## src/design/swcd_pkg.sv

```systemverilog
package swcd_pkg;

   // CRC-8 used by the sensor: polynomial x^8+x^5+x^4+1, seed 0xFF, no final xor
   localparam logic [7:0] CRC_POLY = 8'h31;
   localparam logic [7:0] CRC_INIT = 8'hFF;
   localparam logic [7:0] CRC_TOP  = 8'h80;

   // Position of a byte inside its three-byte group
   localparam logic [1:0] POS_MSB  = 2'd0;
   localparam logic [1:0] POS_LSB  = 2'd1;
   localparam logic [1:0] POS_CRC  = 2'd2;
   localparam logic [1:0] POS_RSVD = 2'd3;

   // One reply byte as it enters the block
   typedef struct packed {
      logic [7:0] reply_byte;
      logic       reply_start;
   } req_item_type;

   // One decoded word as it leaves the block
   typedef struct packed {
      logic [15:0] data_word;
      logic        word_ok;
      logic        reply_ok;
   } rsp_item_type;

   // Framing status reported by the word checker
   typedef struct packed {
      logic [1:0] position;
      logic       error_seen;
   } chk_status_type;

   // Feed one byte into the CRC, MSB first, eight shift steps unrolled
   function automatic logic [7:0] crc8_feed(input logic [7:0] crc, input logic [7:0] data);
      logic [7:0] c;
      c = crc ^ data;
      for (int k = 0; k < 8; k++) begin
         if ((c & CRC_TOP) != 8'h00) begin
            c = {c[6:0], 1'b0} ^ CRC_POLY;
         end else begin
            c = {c[6:0], 1'b0};
         end
      end
      return c;
   endfunction

endpackage

```

## src/design/swcd_req_reg.sv

```systemverilog
module swcd_req_reg
   import swcd_pkg::*;
(
   input  logic         clock,
   input  logic         reset,
   input  logic         req_valid,
   output logic         req_stall,
   input  req_item_type req_item,
   input  logic         take,
   output logic         item_valid,
   output req_item_type item
);

   logic         valid_ff;
   logic         valid_in;
   req_item_type item_ff;

   // Hold the staged transaction while the next stage cannot take it
   assign req_stall = valid_ff && !take;

   always_comb begin
      valid_in = valid_ff;
      if (!req_stall) begin
         valid_in = req_valid;
      end
   end

   always_ff @(posedge clock) begin
      if (reset) begin
         valid_ff <= 1'b0;
      end else begin
         valid_ff <= valid_in;
      end
   end

   // Capture payload only on an accepted transaction
   always_ff @(posedge clock) begin
      if (req_valid && !req_stall) begin
         item_ff <= req_item;
      end
   end

   assign item_valid = valid_ff;
   assign item       = item_ff;

endmodule

```

## src/design/swcd_word_check.sv

```systemverilog
module swcd_word_check
   import swcd_pkg::*;
(
   input  logic           clock,
   input  logic           reset,
   input  logic           fire,
   input  req_item_type   item,
   output logic           res_valid,
   output rsp_item_type   res_item,
   output chk_status_type status
);

   logic [1:0] pos_ff;
   logic [1:0] pos_in;
   logic [7:0] crc_ff;
   logic [7:0] crc_in;
   logic       err_ff;
   logic       err_in;
   logic [7:0] high_ff;
   logic [7:0] high_in;
   logic [7:0] low_ff;
   logic [7:0] low_in;

   logic [1:0] pos_base;
   logic [7:0] crc_base;
   logic       err_base;
   logic       crc_match;

   // A start marker restarts the group and the reply status
   assign pos_base  = item.reply_start ? POS_MSB  : pos_ff;
   assign crc_base  = item.reply_start ? CRC_INIT : crc_ff;
   assign err_base  = item.reply_start ? 1'b0     : err_ff;
   assign crc_match = (crc_base == item.reply_byte);

   always_comb begin
      pos_in    = pos_ff;
      crc_in    = crc_ff;
      err_in    = err_ff;
      high_in   = high_ff;
      low_in    = low_ff;
      res_valid = 1'b0;
      if (fire) begin
         err_in = err_base;
         unique case (pos_base)
            POS_LSB: begin
               low_in = item.reply_byte;
               crc_in = crc8_feed(crc_base, item.reply_byte);
               pos_in = POS_CRC;
            end
            POS_CRC: begin
               err_in    = err_base | !crc_match;
               crc_in    = CRC_INIT;
               pos_in    = POS_MSB;
               res_valid = 1'b1;
            end
            POS_MSB, POS_RSVD: begin
               high_in = item.reply_byte;
               crc_in  = crc8_feed(CRC_INIT, item.reply_byte);
               pos_in  = POS_LSB;
            end
            default: begin
               pos_in = POS_MSB;
            end
         endcase
      end
   end

   // Build the result from the stored bytes and this CRC byte
   assign res_item.data_word = {high_ff, low_ff};
   assign res_item.word_ok   = crc_match;
   assign res_item.reply_ok  = !(err_base | !crc_match);

   always_ff @(posedge clock) begin
      if (reset) begin
         pos_ff <= POS_MSB;
         crc_ff <= CRC_INIT;
         err_ff <= 1'b0;
      end else begin
         pos_ff <= pos_in;
         crc_ff <= crc_in;
         err_ff <= err_in;
      end
   end

   always_ff @(posedge clock) begin
      high_ff <= high_in;
      low_ff  <= low_in;
   end

   assign status.position   = pos_ff;
   assign status.error_seen = err_ff;

endmodule

```

## src/design/swcd_rsp_reg.sv

```systemverilog
module swcd_rsp_reg
   import swcd_pkg::*;
(
   input  logic         clock,
   input  logic         reset,
   input  logic         res_valid,
   input  rsp_item_type res_item,
   output logic         free,
   output logic         rsp_valid,
   input  logic         rsp_stall,
   output rsp_item_type rsp_item
);

   logic         valid_ff;
   logic         valid_in;
   rsp_item_type item_ff;

   // Register can load when empty or when its transaction leaves this cycle
   assign free = !valid_ff || !rsp_stall;

   always_comb begin
      valid_in = valid_ff;
      if (free) begin
         valid_in = res_valid;
      end
   end

   always_ff @(posedge clock) begin
      if (reset) begin
         valid_ff <= 1'b0;
      end else begin
         valid_ff <= valid_in;
      end
   end

   always_ff @(posedge clock) begin
      if (free && res_valid) begin
         item_ff <= res_item;
      end
   end

   assign rsp_valid = valid_ff;
   assign rsp_item  = item_ff;

endmodule

```

## src/design/sensor_word_crc_deframer.sv

```systemverilog
// Path: a result is valid on rsp_ once its CRC byte has passed the input
// register, then the result register; a stalled result holds both.
// Throughput: one reply byte per cycle while no stalled result holds the input;
// one result for every third byte. The CRC-8 step is unrolled between the two
// registers. Synchronous reset empties both registers, sets the group position
// to the MSB, the running CRC to 0xFF and clears the reply error flag.
module sensor_word_crc_deframer
   import swcd_pkg::*;
(
   input  logic        clock,
   input  logic        reset,
   input  logic        req_valid,
   output logic        req_stall,
   input  logic [7:0]  req_reply_byte,
   input  logic        req_reply_start,
   output logic        rsp_valid,
   input  logic        rsp_stall,
   output logic [15:0] rsp_data_word,
   output logic        rsp_word_ok,
   output logic        rsp_reply_ok
);

   req_item_type   req_item;
   req_item_type   stage_item;
   logic           stage_valid;
   logic           rsp_free;
   logic           stage_fire;
   logic           res_valid;
   rsp_item_type   res_item;
   rsp_item_type   rsp_item;
   chk_status_type chk_status;

   assign req_item.reply_byte  = req_reply_byte;
   assign req_item.reply_start = req_reply_start;

   // Advance the staged byte whenever the result register can load
   assign stage_fire = stage_valid && rsp_free;

   swcd_req_reg u_req_reg (
      .clock      (clock),
      .reset      (reset),
      .req_valid  (req_valid),
      .req_stall  (req_stall),
      .req_item   (req_item),
      .take       (rsp_free),
      .item_valid (stage_valid),
      .item       (stage_item)
   );

   swcd_word_check u_word_check (
      .clock     (clock),
      .reset     (reset),
      .fire      (stage_fire),
      .item      (stage_item),
      .res_valid (res_valid),
      .res_item  (res_item),
      .status    (chk_status)
   );

   swcd_rsp_reg u_rsp_reg (
      .clock     (clock),
      .reset     (reset),
      .res_valid (res_valid),
      .res_item  (res_item),
      .free      (rsp_free),
      .rsp_valid (rsp_valid),
      .rsp_stall (rsp_stall),
      .rsp_item  (rsp_item)
   );

   assign rsp_data_word = rsp_item.data_word;
   assign rsp_word_ok   = rsp_item.word_ok;
   assign rsp_reply_ok  = rsp_item.reply_ok;

   // A good reply status cannot accompany a failed word
   assert property (@(posedge clock) disable iff (reset)
      rsp_valid |-> (!rsp_reply_ok || rsp_word_ok))
   else $error("reply_ok set on a word that failed its CRC");

   // A result is made only by a byte that advances out of the input register
   assert property (@(posedge clock) disable iff (reset)
      res_valid |-> stage_fire)
   else $error("result produced without an advancing byte");

   // The group position never takes the reserved code
   assert property (@(posedge clock) disable iff (reset)
      chk_status.position != POS_RSVD)
   else $error("group position left the three-byte cycle");

   // After a failed word the reply error flag is set
   assert property (@(posedge clock) disable iff (reset)
      (res_valid && !res_item.word_ok) |=> chk_status.error_seen)
   else $error("reply error flag not set after a CRC failure");

endmodule
```

## config.mk

```make
export PLATFORM = sky130hd
export DESIGN_NAME = sensor_word_crc_deframer
export DESIGN_NICKNAME = d
export VERILOG_FILES = /design/src/design/swcd_pkg.sv /design/src/design/swcd_req_reg.sv /design/src/design/swcd_word_check.sv /design/src/design/swcd_rsp_reg.sv /design/src/design/sensor_word_crc_deframer.sv
export SDC_FILE = /design/constraint.sdc
export NUM_CORES = 1
export LEC_CHECK = 0
export BUFFER_PORTS_ARGS = -buffer_cell sky130_fd_sc_hd__clkbuf_2
export CAP_MARGIN = 25
export CORE_ASPECT_RATIO = 0.8
export CORE_UTILIZATION = 45
export CTS_CLUSTER_DIAMETER = 200
export DETAILED_ROUTE_END_ITERATION = 8
export PLACE_DENSITY = 0.75
export SETUP_SLACK_MARGIN = 0.3
export SLEW_MARGIN = 20
export SYNTH_ARGS = -nofsm -noshare
export SYNTH_HDL_FRONTEND = slang
export SYNTH_SLANG_ARGS = --single-unit
export TNS_END_PERCENT = 30
```

## constraint.sdc

```tcl
create_clock -name clock -period 6.6 [get_ports clock]
set_input_delay 0.33 -clock clock [delete_from_list [all_inputs] [get_ports clock]]
set_output_delay 0.33 -clock clock [all_outputs]
set_load 0.02 [all_outputs]
```

### Word-level counts from Yosys, hierarchy flattened

Index checks and enable logic that the tools add are counted.

* register bits: 56
* logic and storage cells: 102
* memories kept: 0
* ROM bits: 0
* RAM bits: 0
* input bits: 13
* bits in latches: 0

* bitwise logic cells: 19
* equal/unequal tests: 4
* shifts and indexed selects: 0
* multiplexer cells: 52
* magnitude comparators: 0
* $mul: 0
* add/subtract/negate cells: 0
* divide/modulo/power cells: 0
* reductions and logical operators: 15

Operators by type and width (count)
* 2-to-1 mux 8 bit: 29
* 2-to-1 mux 6 bit: 16
* NOT 3 bit: 16
* one-hot mux 8 bit (3 select lines): 1
* equality test 8 bit: 1
* NOT 8 bit: 1
* XOR 8 bit: 1
* zero test 1 bit: 6
* one-hot mux 2 bit (3 select lines): 1
* equality test 2 bit (second input constant): 2
* logical AND 1 bit: 4
* 2-to-1 mux 1 bit: 4
* AND reduction 2 bit: 2
* equality test 2 x 1 -> 1 bit (second input constant): 1
* zero test 2 bit: 1
* 2-to-1 mux 2 bit: 1
* OR reduction 2 bit: 1
* logical OR 1 bit: 1
* OR 1 bit: 1

### Longest topological paths before layout

Gate-level depths: netlist of run 1.

* depth in word-level cells: 33
* mapped depth: 10
* mapped depth without buffers: 8

### Hierarchy

A second synthesis of run 1 with hierarchy kept.

* cells, all modules: 216
* area, all modules: 2685.1 µm²

By module, submodules not included
* swcd_word_check: area an instance 1779.2 µm², times used 1, seq. area each 700.7 µm², cells each 179
* swcd_rsp_reg: area an instance 579.3 µm², times used 1, seq. area each 560.5 µm², cells each 23
* swcd_req_reg: area an instance 320.3 µm², times used 1, seq. area each 290.3 µm², cells each 13
* sensor_word_crc_deframer: area an instance 6.3 µm², times used 1, seq. area each 0.0 µm², cells each 1

### Worst setup path after synthesis of run 1

No wires, ideal clock.

* path type: register to register
* start point: register u_req_reg.item_ff (netlist bit u_req_reg.item[0])
* end point: register u_word_check.high_ff[0] (enable)
* required time: 6233 ps
* setup time: 367 ps
* arrival: 1765 ps
* buffers on the path: 3
* clock period less this slack: 2132 ps
* cell stages (with the launch flop): 8
* setup slack: 4468 ps
* cell sequence: edfxtp_1 -> buf_2 -> buf_2 -> inv_1 -> nand2_1 -> ha_1 -> and3_1 -> clkbuf_1

* cells in the longest elaborated chain, start to end: 4
* elaborated cells on any way between the ends: 5
* classes of those cells: eq/ne: 1; mux: 1; reduce/logical: 3

Ends and longest elaborated chain
* start, declared: RTL line swcd_req_reg.sv:16 `req_item_type item_ff;`
* start signal, assigned: RTL line swcd_req_reg.sv:39 `item_ff <= req_item;`
* 2-to-1 mux 2 bit (*): RTL line swcd_word_check.sv:30 `assign pos_base = item.reply_start ? POS_MSB : pos_ff;`
* equality test 2 bit or zero test 2 bit (tied branches): RTL line swcd_word_check.sv:44 `unique case (pos_base)`
* OR reduction 2 bit (*): RTL line swcd_word_check.sv:44
* AND reduction 2 bit (no source line) (*)
* end signal, assigned: RTL line swcd_word_check.sv:86 `high_ff <= high_in;`
* end, declared: RTL line swcd_word_check.sv:19 `logic [7:0] high_ff;`

Mark *: on every way between the ends. The rest lies on a longest branch, timed or not.
A chain may end at the register's enable or synchronous reset.

### Worst setup path in the final report of run 1

* start point: register u_req_reg.item_ff (netlist bit u_req_reg.item[0])
* end point: register u_word_check.err_ff

* cells in the longest elaborated chain, start to end: 5
* elaborated cells on any way between the ends: 8
* classes of those cells: eq/ne: 2; mux: 4; bitwise: 1; reduce/logical: 1

Ends and longest elaborated chain
* 2-to-1 mux 8 bit: RTL line swcd_word_check.sv:31 `assign crc_base = item.reply_start ? CRC_INIT : crc_ff;`
* equality test 8 bit: RTL line swcd_word_check.sv:33 `assign crc_match = (crc_base == item.reply_byte);`
* zero test 1 bit: RTL line swcd_word_check.sv:51 `err_in = err_base | !crc_match;`
* OR 1 bit: RTL line swcd_word_check.sv:51
* 2-to-1 mux 1 bit (*): RTL line swcd_word_check.sv:44
* end signal, assigned: RTL line swcd_word_check.sv:81 `err_ff <= err_in;`
* end, declared: RTL line swcd_word_check.sv:17 `logic err_ff;`

Marks and branches as above.

==> metrics, run 1 <==
result of the run=finished, final reports clean; hold path cells=1; post-cts hold buffer count=0; Post-Synth XOR/XNOR Area=15.8%; Worst Path Required=between 6000 and 7000 ps; syn nets=219; H-Tree Depth=2; Yosys top cell by area=edfxtp_1; leading cell type by number of instances after synthesis=edfxtp_1; ANT cells=0; startpoint types=flop; Synth Area in Simple Gates=7.61%; total number of vias=around 1.6k; Syn Inst Count=roughly 200; combinational family with the most area after synthesis=XOR/XNOR gates; die footprint=6040 sq um; Clock Sinks=56; Hold Slack=189 ps; setup_tns=0 ps; Finished Layout Cells=304; final instance area=2860 sq um; Routability Congestion=0.778; first-pass GRT wire length=7650 um; Initial DRT Pass Iterations=5; Final WS setup=around 4000 ps; worst reg2reg setup slack=4080 ps; pre-CTS worst setup slack=roughly 4000 ps; Post-synth EDFFs=43; Area Overhead vs Synth=10.7%; fmax=397 MHz; routed length per instance=15.3 um; antenna violations before repair=0; clk root buf=clkbuf_8; YS warnings=0; CP Max Fanout=22; worst min path class=in2reg; count of cell types in the netlist=37; post-synthesis adder-cell area fraction=1.45%; io pins=33; CP Data Arrival Time=2760 ps; Crit Path Class=reg2reg; ys async rst share=0%; reg2reg end=u_word_check.err_ff; number of post-CTS setup repair buffers=0; grt total ovfl=0; mux cell area share after synthesis=0%; CTS Buf Count=5; Final HPWL DP=3250 um; Starting Density=46.9%; maxcap violations=0; Worst path max stage delay=810 ps; layout cells sized above 1=19.0%; post-synth top area share=50.0%; number of global-route vias before repair=1557; die width=roughly 87 um; DRC=0; area fraction in compound gates after synthesis=11.4%; 1st-iter DRT viols=127; Antenna Nets Post-Route=0; Resized Gates After CTS=0; mean post-synth cell area=approximately 13 sq um; Power Total=0.705 mW; Worst Hold End=u_req_reg.item[7]; final wirelength=4660 um; Reg2Reg Depth=6; Finished Core Util=around half; Tot GR Track Use=17.2%; most frequent cells after synthesis=edfxtp_1, xnor2_1, a21oi_1, dfxtp_1, nor2_1; prevailing post-synth register cell=edfxtp_1; crit-path cells=nor2b_1 -> inv_1 -> ha_1 -> and3_1 -> o31ai_1 -> a21oi_1; final hold vios=0; clock latency on the worst-skew pair=approximately 310 ps; DP Cell Count=just under 300; Lkg Pwr=1.06 nW; CTS tree=yes; dominant cells by area after synthesis=edfxtp_1, dfxtp_1, xnor2_1, xor2_1, a21oi_1; Final setup viols=0; Hold Path Origin=req_reply_byte[6]; Final Cycle Share=between 30% and 40%; core area=between 5000 and 6000 sq um; Final Max Tran Viols=0; Synth Register Bits=56; CTS Buffer Depth=2; final-stage net count=241; Reg-to-Reg Start=u_req_reg.item[0]; slowest stage cell, crit path=edfxtp_1; Placed Area=between 2000 and 3000 sq um; Least-Margin Pin Slew=between 900 and 1000 ps; Chip Height=~70 um; skew final=11.2 ps; mapped cell area=2580 sq um; maximum VDD drop=approximately 150 uV; Reg clk slew, reported paths=100 ps; pwr dens=247 nW/um^2; # rows=24; sequential element share of the synthesized area=60.1%; min Tclk post-route=2520 ps; Setup crit end kind=flop; RSZ-0062 raised after global routing=false; Slew Limit Headroom=39.3%; Vias/cell=5.31; pin count of the biggest net entering global routing=23; PortBufs=32
flip-flops by register name, summed over array words and instances, names as in the netlist:
signal / count
u_rsp_reg.rsp_item: 18
u_req_reg.item: 9
u_word_check.crc_ff: 8
u_word_check.high_ff: 8
u_word_check.low_ff: 8
u_word_check.pos_ff: 2
u_req_reg.item_valid: 1
u_rsp_reg.rsp_valid: 1
u_word_check.err_ff: 1
per-layer routing:
metal  wire length (um)  track usage (%)  up-vias
li1                   -                -      768
met1               2160             24.2      768
met2               2100             25.4       70
met3                329             4.76        9
met4                 70             6.67        0
met5                  0                0        -
cell type report:
| type | instances | area [sq um] |
|---|---|---|
| clock buffer | 7 | 86.3 |
| inverter | 4 | 15.0 |
| fill | 477 | 2640 |
| sequential | 56 | 1550 |
| clock inverter | 1 | 8.76 |
| multi-input combinational | 126 | 936 |
| timing repair buffer | 32 | 160 |
| tap | 78 | 97.6 |
worst max path at each step:
stage / startpoint / endpoint / slack (ps) / depth (start not counted)
after detailed placement: u_req_reg.item[0] / u_word_check.err_ff / 4120 / 6
after CTS: u_req_reg.item[0] / u_word_check.err_ff / 4110 / 7
after global routing: u_req_reg.item[0] / u_word_check.err_ff / 3870 / 6
final: u_req_reg.item[0] / u_word_check.err_ff / 4080 / 6
after floorplan: u_req_reg.item[0] / u_word_check.high_ff[0] / 4470 / 7
after global placement: u_req_reg.item[0] / u_word_check.err_ff / 4250 / 7
layout by cell type, fill, tap and decap left out, drive strengths merged, types with 4 or more instances in the layout:
cell type / count
edfxtp: 43
clkbuf: 39
xnor2: 22
a21oi: 19
dfxtp: 13
nor2: 13
xor2: 11
nand2: 10
and3: 4
inv: 4
a21boi: 4
a221oi: 4
worst max-delay path, delay by kind of cell, from the launching register on:
family / cells / cell delay, ps
AOI/OAI and AO/OA: 2 / 330
adders and majority gates: 1 / 230
buffers and inverters: 1 / 100
DFF: 1 / 810
and+or+nand+nor: 2 / 980
where the power goes:
group / leakage (nW) / total [mW] / switching, mW / internal, mW
clock network: 0.0484 / 0.196 / 0.110 / 0.0863
registers: 0.500 / 0.410 / 0.0196 / 0.390
logic: 0.511 / 0.0991 / 0.0472 / 0.0519
cells by family after synthesis:
logic type	Yosys count
flip-flops	56
AO/OA/AOI/OAI	45
AND/OR/NAND/NOR	40
XOR/XNOR	38
buffers and inverters	21
adder cells (fa/ha/maj)	3
No activity file was read; power rests on OpenSTA's default activity.
==> run 2: changes to the inputs <==
--- a/config.mk
+++ b/config.mk
@@ -11,7 +11,7 @@
 export CORE_UTILIZATION = 45
 export CTS_CLUSTER_DIAMETER = 200
 export DETAILED_ROUTE_END_ITERATION = 8
-export PLACE_DENSITY = 0.75
+export PLACE_DENSITY = 0.77
 export SETUP_SLACK_MARGIN = 0.3
 export SLEW_MARGIN = 20
 export SYNTH_ARGS = -nofsm -noshare
==> constraint.sdc (replaced) <==
create_clock -name clock -period 2.15 [get_ports clock]
set_input_delay 0.1075 -clock clock [delete_from_list [all_inputs] [get_ports clock]]
set_output_delay 0.1075 -clock clock [all_outputs]
set_load 0.02 [all_outputs]
==> run 2 against run 1 <==
  * Wire length rose by 6.5%
  * Cell count rose by 9.2%
  * Utilization rose by 6.9 points
  * Die area did not move
  * Global-route usage rose by 0.35 points
  * Sequential power rose to 3.0 times the previous value
  * Largest cell class unchanged
==> metrics, run 2 (same netlist as run 1, synthesis figures left out) <==
Slew Limit Headroom=between 70% and 80%; Area Overhead vs Synth=25.3%; core area=between 5000 and 6000 sq um; result of the run=finished, final reports clean; routed length per instance=14.9 um; antenna violations before repair=0; Routability Congestion=about 0.88; first-pass GRT wire length=7760 um; final hold vios=0; die footprint=about 6000 sq um; CP Data Arrival Time=2010 ps; Crit Path Class=reg2reg; Comb power frac=roughly 18%; clock latency on the worst-skew pair=~320 ps; Antenna Nets Post-Route=0; maximum VDD drop=311 uV; fmax=542 MHz; Reg clk slew, reported paths=roughly 110 ps; Least-Margin Pin Slew=slightly below 400 ps; PortBufs=32; Worst Path Required=2320 ps; CTS tree=yes; Reg2Reg Depth=6; Filler Cells Inserted=432; final-stage net count=between 200 and 300; Setup crit end kind=flop; startpoint types=flop; Switch Pwr=0.596 mW; final wirelength=4960 um; Sw Share=26.6%; 1st-iter DRT viols=159; skew final=approximately 11 ps; register share of total power=55.5%; Hold Path Origin=reset; layout cells sized above 1=32.7%; Initial DRT Pass Iterations=4; die width=approximately 87 um; most frequent cells in the layout=edfxtp_1, clkbuf_2, xnor2_1, a21oi_1, buf_4; Multi-input gate area=1060 sq um; # rows=24; CP Max Fanout=20; pwr dens=694 nW/um^2; Finished Core Util=58.8%; Clock Sinks=56; hold path cells=2; flip-flop and latch area=approximately 1600 sq um; Final Max Tran Viols=0; pin count of the biggest net entering global routing=21; Power Total=approximately 2.2 mW; maxcap violations=0; number of global-route vias before repair=around 1.6k; Worst Hold End=u_req_reg.item_valid; Reg-to-Reg Start=u_req_reg.item[0]; Final Cycle Share=85.8%; grt total ovfl=0; final instance area=approximately 3200 sq um; setup_tns=0 ps; Placed Area=a little under 3000 sq um; Pint=around 1.6 mW; number of flip-flops in the largest register=18; Chip Height=69.7 um; Clock power frac=26.7%; Lkg Pwr=approximately 1.2 nW; Starting Density=46.9%; Final setup viols=0; CTS Buffer Depth=2; clk root buf=clkbuf_8; H-Tree Depth=2; ANT cells=0; total number of vias=1683; CTS Buf Count=5; worst min path class=in2reg; min Tclk post-route=1840 ps; commonest non-fill, non-tap cell in the layout=edfxtp_1; Final HPWL DP=approximately 3500 um; reg2reg end=u_rsp_reg.rsp_item[0]; io pins=33; Tot GR Track Use=between 10% and 20%; worst reg2reg setup slack=310 ps; RSZ-0062 raised after global routing=true; Vias/cell=5.07; DRC=0
==> run 2: changes by cell type in the layout (fill, tap and decap cells not counted), moves of 3 or more <==
cell and change:
ha_1 -3, a221oi_2 +3, dlygate4sd3_1 +10, ha_4 +3, a221oi_1 -4, buf_4 +16
==> run 2: final cells by class <==
cell class	count	share of cell area [%]
Clock buffer	5	2.13
Clock inverter	3	0.813
Timing Repair Buffer	60	12.6
Inverter	4	0.465
Multi-Input combinational cell	126	32.9
Tap cell	78	3.02
Sequential cell	56	48.0
==> run 2: power by group through the flow <==
stage	sequential, mW	combinational, mW	clock, mW
global placement	1.27	0.351	0
floorplan	1.24	0.311	0
CTS	1.24	0.373	0.610
global route	1.25	0.431	0.654
detailed placement	1.27	0.354	0
finish	1.24	0.401	0.598
==> run 2: per-layer routing <==
| layer | share of wire, % | global-route usage, % | vias to the layer above |
|---|---|---|---|
| li1 | - | - | 823 |
| met2 | 45 | 26.3 | 56 |
| met4 | 1.6 | 8.70 | 0 |
| met3 | 7.0 | 4.17 | 7 |
| met5 | 0 | 0 | - |
| met1 | 46 | 24.0 | 797 |
==> run 2: worst max-delay path by stage <==
stage	from	to	slack, ps
finish	u_req_reg.item[0]	u_rsp_reg.rsp_item[0]	310
global route	u_req_reg.item[0]	u_rsp_reg.rsp_item[0]	230
CTS	u_word_check.crc_ff[6]	u_word_check.crc_ff[4]	310
detailed placement	u_req_reg.item[0]	u_rsp_reg.rsp_item[0]	270
global placement	u_req_reg.item[0]	u_rsp_reg.rsp_item[0]	330
floorplan	u_req_reg.item[8]	u_word_check.crc_ff[4]	300
==> run 2: what timing repair did <==
| item | in CTS | in global routing |
|---|---|---|
| hold buffers | 10 | 0 |
| hold endpoints to repair | 10 | 0 |
| pin swaps | 0 | 5 |
| gates resized for setup | 0 | 11 |
| setup endpoints to repair | 1 | 8 |
| buffers inserted | 1 | 7 |
==> run 2: worst max-delay path, cell delays in order (launching register included) <==
cell and delay (ps):
edfxtp_1 420, buf_6 190, or3_1 360, a211oi_1 210, a31oi_1 100, nor3_2 210
a21boi_0 200
==> run 2: per-stage QoR <==
step / setup slack (ps) / std cells / hold WS [ps]
after floorplan: 301 / 203 / 206
after global routing: 228 / 332 / 131
after detailed placement: 265 / 306 / 286
after CTS: 308 / 325 / 116
after global placement: 331 / 306 / 287
final: 306 / 332 / 124
